--- config.mk ---
export PLATFORM = sky130hd
export DESIGN_NAME = window_lifter_controller_top_flat
export DESIGN_NICKNAME = d
export VERILOG_FILES = /design/src/hdl/wlc_pkg.sv /design/src/hdl/wlc_if.sv /design/src/hdl/wlc_cfg.sv /design/src/hdl/wlc_core.sv /design/src/hdl/wlc_obuf.sv /design/src/hdl/window_lifter_controller_top.sv /design/src/flat_wrapper.sv
export SDC_FILE = /design/constraint.sdc
export NUM_CORES = 1
export LEC_CHECK = 0
export BUFFER_PORTS_ARGS = -buffer_cell sky130_fd_sc_hd__buf_4
export CORE_MARGIN = 1.5
export CORE_UTILIZATION = 65
export DETAILED_ROUTE_END_ITERATION = 8
export GPL_TIMING_DRIVEN = 0
export PLACE_DENSITY = 0.8
export SYNTH_ARGS = -nofsm -noshare
export SYNTH_HDL_FRONTEND = slang
export SYNTH_SLANG_ARGS = --single-unit
export TNS_END_PERCENT = 20
--- constraint.sdc ---
create_clock -name clk -period 10.8 [get_ports clk]
set_input_delay 3.24 -clock clk [delete_from_list [all_inputs] [get_ports clk]]
set_output_delay 3.24 -clock clk [all_outputs]
set_load 0.02 [all_outputs]
--- src/hdl/wlc_pkg.sv ---
`timescale 1ns / 1ps

package wlc_pkg;

  // Field and state widths.
  localparam int LEVEL_W    = 4;
  localparam int BAR_W      = 10;
  localparam int MODE_W     = 3;
  localparam int PRESS_W    = 16;
  localparam int PINCH_W    = 8;
  localparam int DELAY_W    = 17;

  // Configuration port.
  localparam int CFG_IDX_W  = 3;
  localparam int CFG_DATA_W = 16;

  localparam logic [CFG_IDX_W-1:0] CFG_DEBOUNCE_MS   = 3'd0;
  localparam logic [CFG_IDX_W-1:0] CFG_LONG_PRESS_MS = 3'd1;
  localparam logic [CFG_IDX_W-1:0] CFG_STEP_MS       = 3'd2;
  localparam logic [CFG_IDX_W-1:0] CFG_LOCKOUT_MS    = 3'd3;
  localparam logic [CFG_IDX_W-1:0] CFG_PINCH_TICKS   = 3'd4;

  // Mode codes of the waiting modes as they appear on mode_now.
  localparam logic [MODE_W-1:0] MODE_CODE_UPM   = 3'd5;
  localparam logic [MODE_W-1:0] MODE_CODE_DNM   = 3'd6;
  localparam logic [MODE_W-1:0] MODE_CODE_PINCH = 3'd7;

  // Register values after reset.
  localparam logic [7:0]  DEBOUNCE_RST   = 8'd10;
  localparam logic [15:0] LONG_PRESS_RST = 16'd500;
  localparam logic [15:0] STEP_RST       = 16'd400;
  localparam logic [15:0] LOCKOUT_RST    = 16'd5000;
  localparam logic [7:0]  PINCH_RST      = 8'd20;

  typedef struct packed {
    logic [7:0]  debounce_ms;
    logic [15:0] long_press_ms;
    logic [15:0] step_ms;
    logic [15:0] lockout_ms;
    logic [7:0]  pinch_ticks;
  } wlc_cfg_t;

  typedef struct packed {
    logic [LEVEL_W-1:0] window_level;
    logic [BAR_W-1:0]   level_bar;
    logic               up_lamp;
    logic               down_lamp;
    logic [MODE_W-1:0]  mode_now;
    logic               busy_res;
  } wlc_res_t;

endpackage

--- src/hdl/wlc_if.sv ---
`timescale 1ns / 1ps

// Input channel: one tick of button and sensor levels per item.
interface wlc_in_if;
  logic valid;
  logic ready;
  logic up_pressed;
  logic down_pressed;
  logic pinch_sensed;

  modport source (output valid, up_pressed, down_pressed, pinch_sensed, input ready);
  modport sink   (input valid, up_pressed, down_pressed, pinch_sensed, output ready);
endinterface

// Result channel: controller outputs after each tick.
interface wlc_out_if;
  logic                         valid;
  logic                         ready;
  logic [wlc_pkg::LEVEL_W-1:0]  window_level;
  logic [wlc_pkg::BAR_W-1:0]    level_bar;
  logic                         up_lamp;
  logic                         down_lamp;
  logic [wlc_pkg::MODE_W-1:0]   mode_now;
  logic                         busy_res;

  modport source (output valid, window_level, level_bar, up_lamp, down_lamp, mode_now,
                  busy_res, input ready);
  modport sink   (input valid, window_level, level_bar, up_lamp, down_lamp, mode_now,
                  busy_res, output ready);
endinterface

--- src/hdl/wlc_cfg.sv ---
`timescale 1ns / 1ps

module wlc_cfg (
  input  logic                           clk,
  input  logic                           rst_n,
  input  logic                           cfg_wr_en,
  input  logic [wlc_pkg::CFG_IDX_W-1:0]  cfg_index,
  input  logic [wlc_pkg::CFG_DATA_W-1:0] cfg_wdata,
  output wlc_pkg::wlc_cfg_t              cfg
);
  import wlc_pkg::*;

  wlc_cfg_t cfg_r;

  always_ff @(posedge clk) begin
    if (!rst_n) begin
      cfg_r.debounce_ms   <= DEBOUNCE_RST;
      cfg_r.long_press_ms <= LONG_PRESS_RST;
      cfg_r.step_ms       <= STEP_RST;
      cfg_r.lockout_ms    <= LOCKOUT_RST;
      cfg_r.pinch_ticks   <= PINCH_RST;
    end else if (cfg_wr_en) begin
      unique case (cfg_index)
        CFG_DEBOUNCE_MS:   cfg_r.debounce_ms   <= cfg_wdata[7:0];
        CFG_LONG_PRESS_MS: cfg_r.long_press_ms <= cfg_wdata;
        CFG_STEP_MS:       cfg_r.step_ms       <= cfg_wdata;
        CFG_LOCKOUT_MS:    cfg_r.lockout_ms    <= cfg_wdata;
        CFG_PINCH_TICKS:   cfg_r.pinch_ticks   <= cfg_wdata[7:0];
        default: begin
        end
      endcase
    end
  end

  assign cfg = cfg_r;

endmodule

--- src/hdl/wlc_core.sv ---
`timescale 1ns / 1ps

module wlc_core #(
  parameter int LEVELS = 10
) (
  input  logic              clk,
  input  logic              rst_n,
  input  logic              in_fire,
  input  logic              up,
  input  logic              down,
  input  logic              pinch,
  input  wlc_pkg::wlc_cfg_t cfg,
  output wlc_pkg::wlc_res_t res
);
  import wlc_pkg::*;

  typedef enum logic [MODE_W-1:0] {
    M_IDLE  = 3'd0,
    M_UPD   = 3'd1,
    M_DND   = 3'd2,
    M_UPA   = 3'd3,
    M_DNA   = 3'd4,
    M_UPM   = 3'd5,
    M_DNM   = 3'd6,
    M_PINCH = 3'd7
  } mode_t;

  localparam logic [LEVEL_W-1:0] LVL_MAX = LEVEL_W'(LEVELS);

  mode_t              mode_r, mode_nxt;
  logic [LEVEL_W-1:0] level_r, level_nxt;
  logic [PRESS_W-1:0] press_r, press_nxt;
  logic               half_r, half_nxt;
  logic [PINCH_W-1:0] pcnt_r, pcnt_nxt;
  logic [DELAY_W-1:0] delay_r, delay_nxt;
  logic [BAR_W-1:0]   bar_r, bar_nxt;
  logic [1:0]         lamps_r, lamps_nxt;

  function automatic logic [BAR_W-1:0] thermo(input logic [LEVEL_W-1:0] lvl);
    logic [BAR_W-1:0] b;
    for (int i = 0; i < BAR_W; i++) begin
      b[i] = (lvl > LEVEL_W'(i));
    end
    return b;
  endfunction

  function automatic logic [PRESS_W-1:0] sat_inc(input logic [PRESS_W-1:0] v);
    return (v == {PRESS_W{1'b1}}) ? v : v + PRESS_W'(1);
  endfunction

  function automatic logic [LEVEL_W-1:0] lvl_up(input logic [LEVEL_W-1:0] v);
    return (v < LVL_MAX) ? v + LEVEL_W'(1) : v;
  endfunction

  function automatic logic [LEVEL_W-1:0] lvl_dn(input logic [LEVEL_W-1:0] v);
    return (v != '0) ? v - LEVEL_W'(1) : v;
  endfunction

  always_comb begin
    logic btn;
    logic waiting;
    mode_nxt  = mode_r;
    level_nxt = level_r;
    press_nxt = press_r;
    half_nxt  = half_r;
    pcnt_nxt  = pcnt_r;
    delay_nxt = delay_r;
    bar_nxt   = bar_r;
    lamps_nxt = lamps_r;
    btn       = 1'b0;
    waiting   = 1'b0;

    if (in_fire) begin
      if (delay_r != '0) begin
        // A pending wait swallows the tick; its end finishes the waiting step.
        delay_nxt = delay_r - DELAY_W'(1);
        if (delay_nxt == '0) begin
          if (mode_r == M_UPM) begin
            lamps_nxt[0] = 1'b0;
            if (!up) mode_nxt = M_IDLE;
          end else if (mode_r == M_DNM) begin
            lamps_nxt[1] = 1'b0;
            if (!down) mode_nxt = M_IDLE;
          end else if (mode_r == M_PINCH && level_r == '0) begin
            mode_nxt = M_IDLE;
          end
        end
      end else begin
        half_nxt = ~half_r;
        if (half_r) begin
          unique case (mode_r)
            M_IDLE: begin
              lamps_nxt = 2'b00;
              bar_nxt   = thermo(level_r);
              if (up) begin
                press_nxt = sat_inc(press_nxt);
                if (press_nxt > PRESS_W'(cfg.debounce_ms)) mode_nxt = M_UPD;
              end
              if (down) begin
                press_nxt = sat_inc(press_nxt);
                if (press_nxt > PRESS_W'(cfg.debounce_ms)) mode_nxt = M_DND;
              end
            end
            M_UPD, M_DND: begin
              btn = (mode_r == M_UPD) ? up : down;
              if (btn) press_nxt = sat_inc(press_r);
              if (!btn && press_nxt < cfg.long_press_ms) begin
                if (mode_r == M_UPD) begin
                  mode_nxt  = M_UPA;
                  level_nxt = lvl_up(level_r);
                end else begin
                  mode_nxt  = M_DNA;
                  level_nxt = lvl_dn(level_r);
                end
                press_nxt = '0;
              end else if (btn && press_nxt > cfg.long_press_ms) begin
                mode_nxt = (mode_r == M_UPD) ? M_UPM : M_DNM;
              end
            end
            M_UPA: begin
              if (level_r >= LVL_MAX) begin
                press_nxt = '0;
                mode_nxt  = M_IDLE;
              end else begin
                lamps_nxt[0] = 1'b1;
                press_nxt    = sat_inc(press_r);
                bar_nxt      = thermo(level_r);
                if (press_nxt > cfg.step_ms) begin
                  level_nxt = lvl_up(level_r);
                  press_nxt = '0;
                end
              end
            end
            M_DNA: begin
              if (level_r == '0) begin
                press_nxt = '0;
                mode_nxt  = M_IDLE;
              end else begin
                lamps_nxt[1] = 1'b1;
                press_nxt    = sat_inc(press_r);
                bar_nxt      = thermo(level_r);
                if (press_nxt > cfg.step_ms) begin
                  level_nxt = lvl_dn(level_r);
                  press_nxt = '0;
                end
              end
            end
            M_UPM, M_DNM: begin
              if (mode_r == M_UPM && level_r < LVL_MAX) begin
                lamps_nxt[0] = 1'b1;
                level_nxt    = lvl_up(level_r);
                bar_nxt      = thermo(level_nxt);
                press_nxt    = '0;
                delay_nxt    = {cfg.step_ms, 1'b0};
                waiting      = (cfg.step_ms != '0);
              end else if (mode_r == M_DNM && level_r != '0) begin
                lamps_nxt[1] = 1'b1;
                level_nxt    = lvl_dn(level_r);
                bar_nxt      = thermo(level_nxt);
                press_nxt    = '0;
                delay_nxt    = {cfg.step_ms, 1'b0};
                waiting      = (cfg.step_ms != '0);
              end
              if (!waiting) begin
                if (mode_r == M_UPM) begin
                  lamps_nxt[0] = 1'b0;
                  if (!up) mode_nxt = M_IDLE;
                end else begin
                  lamps_nxt[1] = 1'b0;
                  if (!down) mode_nxt = M_IDLE;
                end
              end
            end
            M_PINCH: begin
              lamps_nxt[0] = 1'b0;
              if (level_r == '0) begin
                press_nxt = '0;
                delay_nxt = {cfg.lockout_ms, 1'b0};
                if (cfg.lockout_ms == '0) mode_nxt = M_IDLE;
              end else begin
                lamps_nxt[1] = 1'b1;
                level_nxt    = lvl_dn(level_r);
                bar_nxt      = thermo(level_nxt);
                if (level_nxt != '0) delay_nxt = {cfg.step_ms, 1'b0};
              end
            end
            default: begin
            end
          endcase
        end
        // Pinch watch runs on every live tick, after the mode step.
        if (pinch && mode_nxt == M_UPA) begin
          if (pcnt_r != {PINCH_W{1'b1}}) pcnt_nxt = pcnt_r + PINCH_W'(1);
          if (pcnt_nxt > cfg.pinch_ticks) begin
            pcnt_nxt = '0;
            mode_nxt = M_PINCH;
          end
        end
      end
    end
  end

  always_ff @(posedge clk) begin
    if (!rst_n) begin
      mode_r  <= M_IDLE;
      level_r <= LVL_MAX;
      press_r <= '0;
      half_r  <= 1'b0;
      pcnt_r  <= '0;
      delay_r <= '0;
      bar_r   <= '0;
      lamps_r <= 2'b00;
    end else begin
      mode_r  <= mode_nxt;
      level_r <= level_nxt;
      press_r <= press_nxt;
      half_r  <= half_nxt;
      pcnt_r  <= pcnt_nxt;
      delay_r <= delay_nxt;
      bar_r   <= bar_nxt;
      lamps_r <= lamps_nxt;
    end
  end

  // Result of the item being accepted, taken from the next-state values.
  assign res.window_level = level_nxt;
  assign res.level_bar    = bar_nxt;
  assign res.up_lamp      = lamps_nxt[0];
  assign res.down_lamp    = lamps_nxt[1];
  assign res.mode_now     = MODE_W'(mode_nxt);
  assign res.busy_res     = (delay_nxt != '0);

endmodule

--- src/hdl/wlc_obuf.sv ---
`timescale 1ns / 1ps

module wlc_obuf (
  input  logic              clk,
  input  logic              rst_n,
  input  logic              push,
  input  wlc_pkg::wlc_res_t push_data,
  output logic              push_ready,
  output logic              out_valid,
  input  logic              out_ready,
  output wlc_pkg::wlc_res_t out_data
);
  import wlc_pkg::*;

  logic     out_valid_r;
  logic     skid_valid_r;
  wlc_res_t out_data_r;
  wlc_res_t skid_data_r;

  always_ff @(posedge clk) begin
    if (!rst_n) begin
      out_valid_r  <= 1'b0;
      skid_valid_r <= 1'b0;
    end else begin
      if (!out_valid_r) begin
        out_valid_r <= push;
      end else if (out_ready) begin
        if (skid_valid_r) begin
          skid_valid_r <= 1'b0;
        end else begin
          out_valid_r <= push;
        end
      end else if (push) begin
        skid_valid_r <= 1'b1;
      end
    end
  end

  always_ff @(posedge clk) begin
    if (!out_valid_r || out_ready) begin
      out_data_r <= skid_valid_r ? skid_data_r : push_data;
    end
    if (out_valid_r && !out_ready && push) begin
      skid_data_r <= push_data;
    end
  end

  assign push_ready = !skid_valid_r;
  assign out_valid  = out_valid_r;
  assign out_data   = out_data_r;

endmodule

--- src/hdl/window_lifter_controller_top.sv ---
`timescale 1ns / 1ps

// Window lifter controller with anti-pinch reversal. Each input item is one
// 500 us tick carrying the up button, the down button and the pinch sensor;
// each accepted item yields exactly one result item with the window level,
// the LED bar, both travel lamps, the mode code and the busy flag as they
// stand after that tick. The block takes one item per clock cycle: the whole
// mode step is combinational logic between the state registers, and the
// result goes into a two-entry output buffer, so input stalls only when both
// entries hold results that have not been taken. Configuration writes take
// effect at the next clock edge and should be made while the block is idle.

module window_lifter_controller_top #(
  parameter int LEVELS = 10
) (
  input  logic                           clk,
  input  logic                           rst_n,
  wlc_in_if.sink                         in_ch,
  wlc_out_if.source                      out_ch,
  input  logic                           cfg_wr_en,
  input  logic [wlc_pkg::CFG_IDX_W-1:0]  cfg_index,
  input  logic [wlc_pkg::CFG_DATA_W-1:0] cfg_wdata
);
  import wlc_pkg::*;

  wlc_cfg_t cfg;
  wlc_res_t core_res;
  wlc_res_t out_data;
  logic     in_fire;
  logic     push_ready;

  // An item is taken whenever the output buffer has a free entry.
  assign in_ch.ready = push_ready;
  assign in_fire     = in_ch.valid && push_ready;

  wlc_cfg u_cfg (
    .clk       (clk),
    .rst_n     (rst_n),
    .cfg_wr_en (cfg_wr_en),
    .cfg_index (cfg_index),
    .cfg_wdata (cfg_wdata),
    .cfg       (cfg)
  );

  // Mode machine, level, counters and the busy countdown.
  wlc_core #(
    .LEVELS (LEVELS)
  ) u_core (
    .clk     (clk),
    .rst_n   (rst_n),
    .in_fire (in_fire),
    .up      (in_ch.up_pressed),
    .down    (in_ch.down_pressed),
    .pinch   (in_ch.pinch_sensed),
    .cfg     (cfg),
    .res     (core_res)
  );

  // Output register with a skid entry behind it.
  wlc_obuf u_obuf (
    .clk        (clk),
    .rst_n      (rst_n),
    .push       (in_fire),
    .push_data  (core_res),
    .push_ready (push_ready),
    .out_valid  (out_ch.valid),
    .out_ready  (out_ch.ready),
    .out_data   (out_data)
  );

  assign out_ch.window_level = out_data.window_level;
  assign out_ch.level_bar    = out_data.level_bar;
  assign out_ch.up_lamp      = out_data.up_lamp;
  assign out_ch.down_lamp    = out_data.down_lamp;
  assign out_ch.mode_now     = out_data.mode_now;
  assign out_ch.busy_res     = out_data.busy_res;

`ifndef SYNTHESIS
  // A countdown is only ever started by the manual modes or the reversal.
  a_busy_mode: assert property (@(posedge clk) disable iff (!rst_n)
    (out_ch.valid && out_ch.busy_res) |->
      (out_ch.mode_now == MODE_CODE_UPM || out_ch.mode_now == MODE_CODE_DNM ||
       out_ch.mode_now == MODE_CODE_PINCH))
    else $error("busy result outside a waiting mode");

  // The level never leaves its range.
  a_level_range: assert property (@(posedge clk) disable iff (!rst_n)
    out_ch.valid |-> (out_ch.window_level <= LEVEL_W'(LEVELS)))
    else $error("window level above the top");

  // The LED bar is always a thermometer code.
  a_bar_thermo: assert property (@(posedge clk) disable iff (!rst_n)
    out_ch.valid |-> ((out_ch.level_bar & (out_ch.level_bar + BAR_W'(1))) == '0))
    else $error("level bar is not a thermometer code");

  // Input stalls only while the buffer holds a result.
  a_stall_full: assert property (@(posedge clk) disable iff (!rst_n)
    !in_ch.ready |-> out_ch.valid)
    else $error("input stalled with no result waiting");
`endif

endmodule
--- src/flat_wrapper.sv ---
// flat-port wrapper written by rule: the top's interface ports become plain ports
module window_lifter_controller_top_flat import wlc_pkg::*;
#(
  parameter int LEVELS = 10
)
  (clk, rst_n, cfg_wr_en, cfg_index, cfg_wdata, in_ch_valid, in_ch_up_pressed, in_ch_down_pressed, in_ch_pinch_sensed, in_ch_ready, out_ch_valid, out_ch_window_level, out_ch_level_bar, out_ch_up_lamp, out_ch_down_lamp, out_ch_mode_now, out_ch_busy_res, out_ch_ready);
  wlc_in_if in_ch_i ();
  wlc_out_if out_ch_i ();
  input  logic clk;
  input  logic rst_n;
  input  logic cfg_wr_en;
  input  logic [wlc_pkg::CFG_IDX_W-1:0] cfg_index;
  input  logic [wlc_pkg::CFG_DATA_W-1:0] cfg_wdata;
  input wire logic [$bits(in_ch_i.valid)-1:0] in_ch_valid;
  input wire logic [$bits(in_ch_i.up_pressed)-1:0] in_ch_up_pressed;
  input wire logic [$bits(in_ch_i.down_pressed)-1:0] in_ch_down_pressed;
  input wire logic [$bits(in_ch_i.pinch_sensed)-1:0] in_ch_pinch_sensed;
  output wire logic [$bits(in_ch_i.ready)-1:0] in_ch_ready;
  output wire logic [$bits(out_ch_i.valid)-1:0] out_ch_valid;
  output wire logic [$bits(out_ch_i.window_level)-1:0] out_ch_window_level;
  output wire logic [$bits(out_ch_i.level_bar)-1:0] out_ch_level_bar;
  output wire logic [$bits(out_ch_i.up_lamp)-1:0] out_ch_up_lamp;
  output wire logic [$bits(out_ch_i.down_lamp)-1:0] out_ch_down_lamp;
  output wire logic [$bits(out_ch_i.mode_now)-1:0] out_ch_mode_now;
  output wire logic [$bits(out_ch_i.busy_res)-1:0] out_ch_busy_res;
  input wire logic [$bits(out_ch_i.ready)-1:0] out_ch_ready;
  assign in_ch_i.valid = in_ch_valid;
  assign in_ch_i.up_pressed = in_ch_up_pressed;
  assign in_ch_i.down_pressed = in_ch_down_pressed;
  assign in_ch_i.pinch_sensed = in_ch_pinch_sensed;
  assign in_ch_ready = in_ch_i.ready;
  assign out_ch_valid = out_ch_i.valid;
  assign out_ch_window_level = out_ch_i.window_level;
  assign out_ch_level_bar = out_ch_i.level_bar;
  assign out_ch_up_lamp = out_ch_i.up_lamp;
  assign out_ch_down_lamp = out_ch_i.down_lamp;
  assign out_ch_mode_now = out_ch_i.mode_now;
  assign out_ch_busy_res = out_ch_i.busy_res;
  assign out_ch_i.ready = out_ch_ready;
  window_lifter_controller_top #(.LEVELS(LEVELS)) u_core (.clk(clk), .rst_n(rst_n), .in_ch(in_ch_i), .out_ch(out_ch_i), .cfg_wr_en(cfg_wr_en), .cfg_index(cfg_index), .cfg_wdata(cfg_wdata));
endmodule
* Word level (Yosys, flattened, before mapping) *
Index checks and enable logic that the tools add are counted.

word-level totals
  flip-flop bits (word level) = 167
  input bits = 27
  output and inout port bits = 22

cells by class
  $add $sub $neg = 6
  $lt $le $gt $ge = 38
  equality and inequality tests = 17
  multiplexer cells = 116
  bitwise operators = 2
  reduce and logical (&&, ||, !) cells = 38

operators with widths
  kind                   number
  $mux 16                20
  $mux 17                7
  $pmux 16 s6            1
  $mux 10                8
  $mux 3                 26
  $mux 4                 14
  $pmux 10 s5            1
  $gt 4x3->1 const B     12
  $mux 8                 5
  $pmux 17 s2            1
  $reduce_bool 17->1     2
  $add 16x1->16 const B  2
  $eq 16x16->1 const B   2
  $gt 16x16->1           2
  $gt 16x8->1            2
  $gt 4x1->1 const B     6
  $gt 4x2->1 const B     6
  $gt 4x4->1 const B     6
  $mux 1                 22
  $mux 20                1
  $pmux 4 s5             1
  $pmux 3 s6             1
  $logic_not 17->1       1
  $sub 17x1->17 const B  1
  29 further kinds       67

* Logic depth before layout (Yosys ltp) *
  depth in word-level cells = 27
  depth in mapped cells = 26
  mapped depth without buffers = 24

* By module *
A second synthesis with hierarchy kept.

unflattened totals
  cell total of the unflattened synthesis = 1525
  area total of the unflattened synthesis = 12410.7 um2

by module, submodules not included
  module                        times used  cells an instance  area an instance (um2)  seq. area each (um2)
  wlc_core                      1           1209               8386.8                  1221.2
  wlc_cfg                       1           242                2479.9                  1281.2
  wlc_obuf                      1           73                 1537.7                  1241.2
  window_lifter_controller_top  1           1                  6.3                     0.0

* Worst setup path after synthesis *
OpenSTA, ideal clock, no wires.

  path type = input-to-reg
  start = input port in_ch_up_pressed
  end = register u_core.u_core.pcnt_r[0]
  library setup time = 0.132 ns
  data arrival time = 7.251 ns
  data required time = 10.668 ns
  slack = 3.417 ns
  cell stages on the path = 19
  path buffers = 5
  cell sequence = buf_2 clkbuf_1 mux2i_1 clkbuf_1 buf_1 nor2_1 xor2_1 ha_1 a21o_1 a21o_1 a21o_1 a2111oi_0 o211a_1 buf_2 a2111oi_0 o31ai_1 nand3_1 o211ai_1 o41ai_1

between the ends
  word-level cells in the longest chain between the ends = 17
  elaborated cells on any way between the ends = 35
  classes of those cells = add/sub (1); order compare (3); eq/ne (2); mux (24); reduce/logical (5)

RTL lines
  element                                           RTL line                          source
  start, declared                                   flat_wrapper.sv:15                input wire logic [$bits(in_ch_i.up_pressed)-1:0] in_ch_up_pressed;
  $mux 16 or $mux 1 (tied branches)                 wlc_core.sv:95, wlc_core.sv:105
  $mux 16, on equally long branches                 wlc_core.sv:91, wlc_core.sv:106
  $mux 16, on equally long branches                 wlc_core.sv:90, wlc_core.sv:91
  $mux 16, on equally long branches                 wlc_core.sv:74, wlc_core.sv:90
  $mux 16, on equally long branches                 wlc_core.sv:73, wlc_core.sv:74
  $add 16x1->16, or another cell as far along       wlc_core.sv:48                    return (v == {PRESS_W{1'b1}}) ? v : v + PRESS_W'(1);
  $mux 16 or $gt 16x16->1 (tied branches)           wlc_core.sv:48, wlc_core.sv:116
  $gt 16x8->1 or $logic_and 1x1->1 (tied branches)  wlc_core.sv:101, wlc_core.sv:116
  $mux 3, on equally long branches                  wlc_core.sv:101, wlc_core.sv:116
  $mux 3, on equally long branches                  wlc_core.sv:99, wlc_core.sv:107
  $pmux 3 s6 *                                      wlc_core.sv:91                    unique case (mode_r)
  $mux 3 *                                          wlc_core.sv:90                    if (half_r) begin
  $mux 3 *                                          wlc_core.sv:74                    if (delay_r != '0) begin
  $mux 3 *                                          wlc_core.sv:73                    if (in_fire) begin
  $eq 3x2->1 *                                      wlc_core.sv:192                   if (pinch && mode_nxt == M_UPA) begin
  $logic_and 1x1->1 *                               wlc_core.sv:192
  $reduce_and 3->1 (no line) *                      -
  end signal, assigned                              wlc_core.sv:218                   pcnt_r <= pcnt_nxt;
  end, declared                                     wlc_core.sv:34                    logic [PINCH_W-1:0] pcnt_r, pcnt_nxt;

Mark *: on every way between the ends. The rest lies on a longest branch, timed or not. The select of a mux whose other input is x is not followed.
A chain may end at the register's enable or synchronous reset.

==> impl_results.html <==
<table>
<tr><th>Metric</th><th>Value</th></tr>
<tr><th colspan="2">Yosys</th></tr>
<tr><td>Count of yosys warnings during synthesis</td><td>0</td></tr>
<tr><td>Count of state elements after synthesis</td><td>roughly 170</td></tr>
<tr><td>Share of synthesized flip-flops with an asynchronous set or reset</td><td>0%</td></tr>
<tr><td>Netlist area before placement</td><td>0.0123 sq mm</td></tr>
<tr><td>Library cell occupying the most area in the post-synthesis netlist</td><td>dfxtp_1</td></tr>
<tr><td>Post-synth top area share</td><td>20.6%</td></tr>
<tr><td>Post-synthesis cell count</td><td>~1600</td></tr>
<tr><td>Leading cell types by total area after synthesis</td><td>dfxtp_1 21%, edfxtp_1 9.7%, nand2_1 7.4%</td></tr>
<tr><td>Net count after synthesis</td><td>between 1500 and 2000</td></tr>
<tr><td>Flip-flop cell with the highest count after synthesis</td><td>dfxtp_1</td></tr>
<tr><td>Sequential fraction of the synthesis area</td><td>about 30%</td></tr>
<tr><td>Number of unique standard cell types used by synthesis</td><td>between 90 and 100</td></tr>
<tr><td>Synth Area per Inst</td><td>roughly 7.6 sq um</td></tr>
<tr><td>Count of flip-flops with a built-in enable after synthesis</td><td>40</td></tr>
<tr><th colspan="2">Pwr</th></tr>
<tr><td>Maximum vdd ir drop</td><td>0.118 mV</td></tr>
<tr><td>Leakage component of the power</td><td>roughly 5.5 nW</td></tr>
<tr><td>Power per standard cell area</td><td>around 150 mW/mm^2</td></tr>
<tr><th colspan="2">Detailed routing</th></tr>
<tr><td>Post-route antenna net violation count</td><td>0</td></tr>
<tr><td>Via count</td><td>roughly 14000</td></tr>
<tr><td>Detailed Route WL</td><td>~44000 microns</td></tr>
<tr><td>TritonRoute pass-1 iters</td><td>8</td></tr>
<tr><td>Detailed-route DRC error count</td><td>0</td></tr>
<tr><td>Average wire length per cell after detail routing</td><td>roughly 23 microns</td></tr>
<tr><td>Violation count after the first detailed-routing iteration</td><td>around 1800</td></tr>
<tr><td>Via density per instance</td><td>between 6 and 7</td></tr>
<tr><th colspan="2">Critical path</th></tr>
<tr><td>Cell type with the highest occurrence count on the critical path</td><td>o21ai_0</td></tr>
<tr><td>Critical path startpoint category</td><td>primary input</td></tr>
<tr><td>Worst Path Arrival</td><td>9540 ps</td></tr>
<tr><td>Startpoint of the worst-slack reg-to-reg timing path</td><td>u_core.u_core.press_r[0]</td></tr>
<tr><td>Reg-to-reg critical path endpoint</td><td>u_core.u_obuf.out_data[2]</td></tr>
<tr><td>Critical path required time</td><td>11000 ps</td></tr>
<tr><td>Crit path max fanout</td><td>10</td></tr>
<tr><td>Delay of the slowest cell on the worst path</td><td>approximately 860 ps</td></tr>
<tr><td>Critical Path, Cell by Cell</td><td>buf_4 -&gt; buf_2 -&gt; clkbuf_1 -&gt; o21ai_0 -&gt; xor2_1 -&gt; inv_1 -&gt; ha_1 -&gt; nand2_1 -&gt; nor2_2 -&gt; buf_4 -&gt; a31oi_1 -&gt; nand2_1 -&gt; xnor2_1 -&gt; o21ai_0 -&gt; ha_1 -&gt; nand3_1 -&gt; nor2_1 -&gt; a211oi_1 -&gt; o21ai_0 -&gt; a21oi_1 -&gt; nand4_1 -&gt; o41ai_1 -&gt; o21ai_1 -&gt; mux2_2</td></tr>
<tr><td>Kind of end point of the critical path</td><td>flop</td></tr>
<tr><td>Critical Path Slowest Stage Cell</td><td>o41ai_1</td></tr>
<tr><td>Register-to-Register Setup Slack</td><td>3330 ps</td></tr>
<tr><td>Depth of the most critical reg-to-reg path</td><td>24</td></tr>
<tr><td>Critical path start-end classification</td><td>primary input to flop</td></tr>
<tr><th colspan="2">Worst hold path</th></tr>
<tr><td>Startpoint of the tightest hold check path</td><td>u_core.u_cfg.cfg[60]</td></tr>
<tr><td>Worst hold path depth</td><td>2</td></tr>
<tr><td>Endpoint, Worst Hold</td><td>u_core.u_cfg.cfg[60]</td></tr>
<tr><td>Classification of the worst-slack hold path</td><td>flop to flop</td></tr>
<tr><th colspan="2">Run status</th></tr>
<tr><td>Result of the run</td><td>finished clean</td></tr>
<tr><th colspan="2">Flow run</th></tr>
<tr><td>Max Cap Viol</td><td>0</td></tr>
<tr><th colspan="2">Timing</th></tr>
<tr><td>Final worst path period need</td><td>approximately 9300 ps</td></tr>
<tr><td>Final hold violation count</td><td>0</td></tr>
<tr><td>Count of final setup violators</td><td>0</td></tr>
<tr><td>Fmax</td><td>roughly 110 MHz</td></tr>
<tr><td>Clock Skew</td><td>~14 ps</td></tr>
<tr><td>Unrepaired setup endpoints after global routing</td><td>no</td></tr>
<tr><td>Hold Slack</td><td>about 460 ps</td></tr>
<tr><td>Post-Route Setup TNS</td><td>0 ps</td></tr>
<tr><td>Headroom to the max-slew limit</td><td>approximately 7%</td></tr>
<tr><td>Pin slew with the least headroom to its limit</td><td>about 1400 ps</td></tr>
<tr><td>Max Slew Vio Count</td><td>0</td></tr>
<tr><td>Share of the cycle needed by the critical path after routing</td><td>between 80 and 90%</td></tr>
<tr><th colspan="2">Clock tree</th></tr>
<tr><td>CTS tree</td><td>yes</td></tr>
<tr><td>Clk sinks</td><td>167</td></tr>
<tr><td>CTS root buf</td><td>clkbuf_16</td></tr>
<tr><td>Depth of the CTS H-tree</td><td>4</td></tr>
<tr><td>Register clock-pin slew on the reported worst setup and hold paths</td><td>around 70 ps</td></tr>
<tr><td>Maximum root-to-sink buffer count</td><td>2</td></tr>
<tr><td>Post-CTS repair timing setup buffer count</td><td>0</td></tr>
<tr><td>Source-to-sink clock delay at the later pin of the worst-skew pair</td><td>roughly 450 ps</td></tr>
<tr><td>Number of gates resized after cts</td><td>0</td></tr>
<tr><td>CTS hold repair buffers</td><td>0</td></tr>
<tr><td>TritonCTS Buffers</td><td>17</td></tr>
<tr><th colspan="2">Layout</th></tr>
<tr><td>Final cell utilization of the core</td><td>between 70% and 80%</td></tr>
<tr><td>Count of nets after finishing</td><td>1787</td></tr>
<tr><td>Area Growth Syn to Fin</td><td>10.4%</td></tr>
<tr><td>Fraction of final layout cells with drive strength greater than 1</td><td>under 10%</td></tr>
<tr><td>Final cell count without fillers</td><td>1942</td></tr>
<tr><th colspan="2">Global route</th></tr>
<tr><td>First-pass GRT wire length</td><td>67800 microns</td></tr>
<tr><td>Overflow left after global routing</td><td>0</td></tr>
<tr><td>Total routing usage reported by global routing</td><td>43.8%</td></tr>
<tr><td>Pin count of the biggest net entering global routing</td><td>22</td></tr>
<tr><td>Antenna violations before repair</td><td>0</td></tr>
<tr><td>Via count of the first global-routing pass</td><td>~13000</td></tr>
<tr><th colspan="2">Floorplan</th></tr>
<tr><td>Horizontal extent of the die</td><td>approximately 140 microns</td></tr>
<tr><td>I/O pin cnt</td><td>49</td></tr>
<tr><td>Cell row count</td><td>50</td></tr>
<tr><td>Die height</td><td>141 microns</td></tr>
<tr><td>Core region area</td><td>between 0.015 and 0.02 sq mm</td></tr>
<tr><td>Die Area</td><td>roughly 0.020 sq mm</td></tr>
<tr><td>Effective utilization at floorplan</td><td>between 60% and 70%</td></tr>
<tr><th colspan="2">Placement</th></tr>
<tr><td>Sum of net half-perimeters after detailed placement</td><td>~32000 microns</td></tr>
<tr><td>Placed insts</td><td>roughly 1900</td></tr>
<tr><td>IO buf count</td><td>between 40 and 50</td></tr>
<tr><td>Routability Congestion</td><td>roughly 1</td></tr>
</table>
[layout make-up]
class                           count  area, sq um
Inverter                           83          312
Buffer                            105          435
Clock inverter                     13          156
Antenna cell                        2         5.00
Timing Repair Buffer               49          375
Tap cell                          234          293
Clock buffer                       19          453
Multi-Input combinational cell   1270         7850
Fill cell                        1517         5020
Sequential cell                   167         3740
[metal layers]
layer	routed length [microns]	global-route usage, %
met1	16600	54.1
met2	20300	70.9
met3	4880	9.88
met4	2330	24.8
met5	0	0
[registers in the layout, summed over array words and instances (netlist names)]
signal	count
u_core.u_core.half_r	1
u_core.u_obuf.out_data	20
u_core.u_core.level_r	4
u_core.u_core.lamps_r	2
u_core.u_obuf.skid_data_r	20
u_core.u_core.bar_r	10
u_core.u_core.delay_r	17
u_core.u_obuf.out_valid	1
u_core.u_core.mode_r	3
u_core.u_core.press_r	16
u_core.u_core.pcnt_r	8
u_core.u_cfg.cfg	64
u_core.u_obuf.skid_valid_r	1
[cells in the final DEF, fill, tap and decap left out, types with 7 or more instances in the layout]
cell type    n
nand2b_1    14
a41oi_1      7
a221oi_1    12
o211ai_1    23
mux2_2      17
a31oi_1     33
ha_1        67
a22oi_1     18
nor3_1      24
and2_1      30
o31ai_1      8
or3_1        9
o21a_1      11
o21ai_0     98
nand4_1     23
edfxtp_1    40
buf_2       17
clkbuf_1    81
nand3_1     57
and3_1      21
nor4_1      16
a32oi_1      7
clkbuf_16   17
and4_1       8
o22ai_1     13
xnor2_1     28
a211oi_1    11
nor2_1     149
a21oi_1    129
mux2i_1     16
xor2_1      17
inv_1       82
nand2_1    242
nand3b_1     8
nor2b_1     19
dfxtp_1    127
buf_4       51
o221ai_1     7
a21o_1      19
[Yosys cell counts, drive strengths merged (10+ instances only)]
cell and number:
nor4 19, a31oi 33, or3 10, o211ai 23, dfxtp 127, nand2 243, nand2b 14, nor3 28
edfxtp 40, a21oi 129, o22ai 14, xnor2 28, buf 23, mux2 18, and3 22, o21ai 102
and2 31, xor2 17, a221oi 14, nor2b 19, ha 67, nand3 58, a22oi 18, inv 83
a21o 19, o21a 11, clkbuf 82, a211oi 13, nand4 24, mux2i 17, nor2 151
[report_power, final]
part | internal [mW] | total (mW) | switching (mW)
Combinational | 0.279 | 0.693 | 0.414
Sequential | 0.696 | 0.718 | 0.0222
Clock | 0.361 | 0.652 | 0.292
Total | 1.34 | 2.06 | 0.728
[worst max-delay path: cells and delay by family]
kind	cells	cell delay, ps
compound gates	8	2900
buf+inv	5	1130
simple gates	6	880
fa+ha+maj	2	550
xor+xnor	2	480
mux	1	360
[logic make-up (layout without fill, tap and decap cells)]
logic type	Yosys count	count (layout)	synth area share [%]
adders and majority gates	67	67	6.79
DFF	167	167	30.3
muxes	35	35	3.08
other	0	2	0
AOI/OAI and AO/OA	468	468	24.7
buffers and inverters	188	269	6.05
xor gates and xnor gates	45	45	3.19
and+or+nand+nor	655	655	25.8
[per-stage QoR]
stage	total power, mW	cell area [sq um]	setup WS, ps
after floorplan	1.19	12300	3420
after global placement	1.37	13000	1350
after detailed placement	1.39	13000	1260
after CTS	2.03	13600	1700
after global routing	2.13	13600	1240
final	2.06	13600	1450
[worst max-delay path by stage]
stage                     slack [ps]  cells past startpoint                         to        startpoint
after floorplan                 3420                     19    u_core.u_core.pcnt_r[0]  in_ch_up_pressed
after global placement          1350                     24  u_core.u_obuf.out_data[2]  in_ch_up_pressed
after detailed placement        1260                     24  u_core.u_obuf.out_data[2]  in_ch_up_pressed
after CTS                       1700                     24  u_core.u_obuf.out_data[2]  in_ch_up_pressed
after global routing            1240                     24  u_core.u_obuf.out_data[2]  in_ch_up_pressed
final                           1450                     24  u_core.u_obuf.out_data[2]  in_ch_up_pressed
No activity file was read; power rests on OpenSTA's default activity.
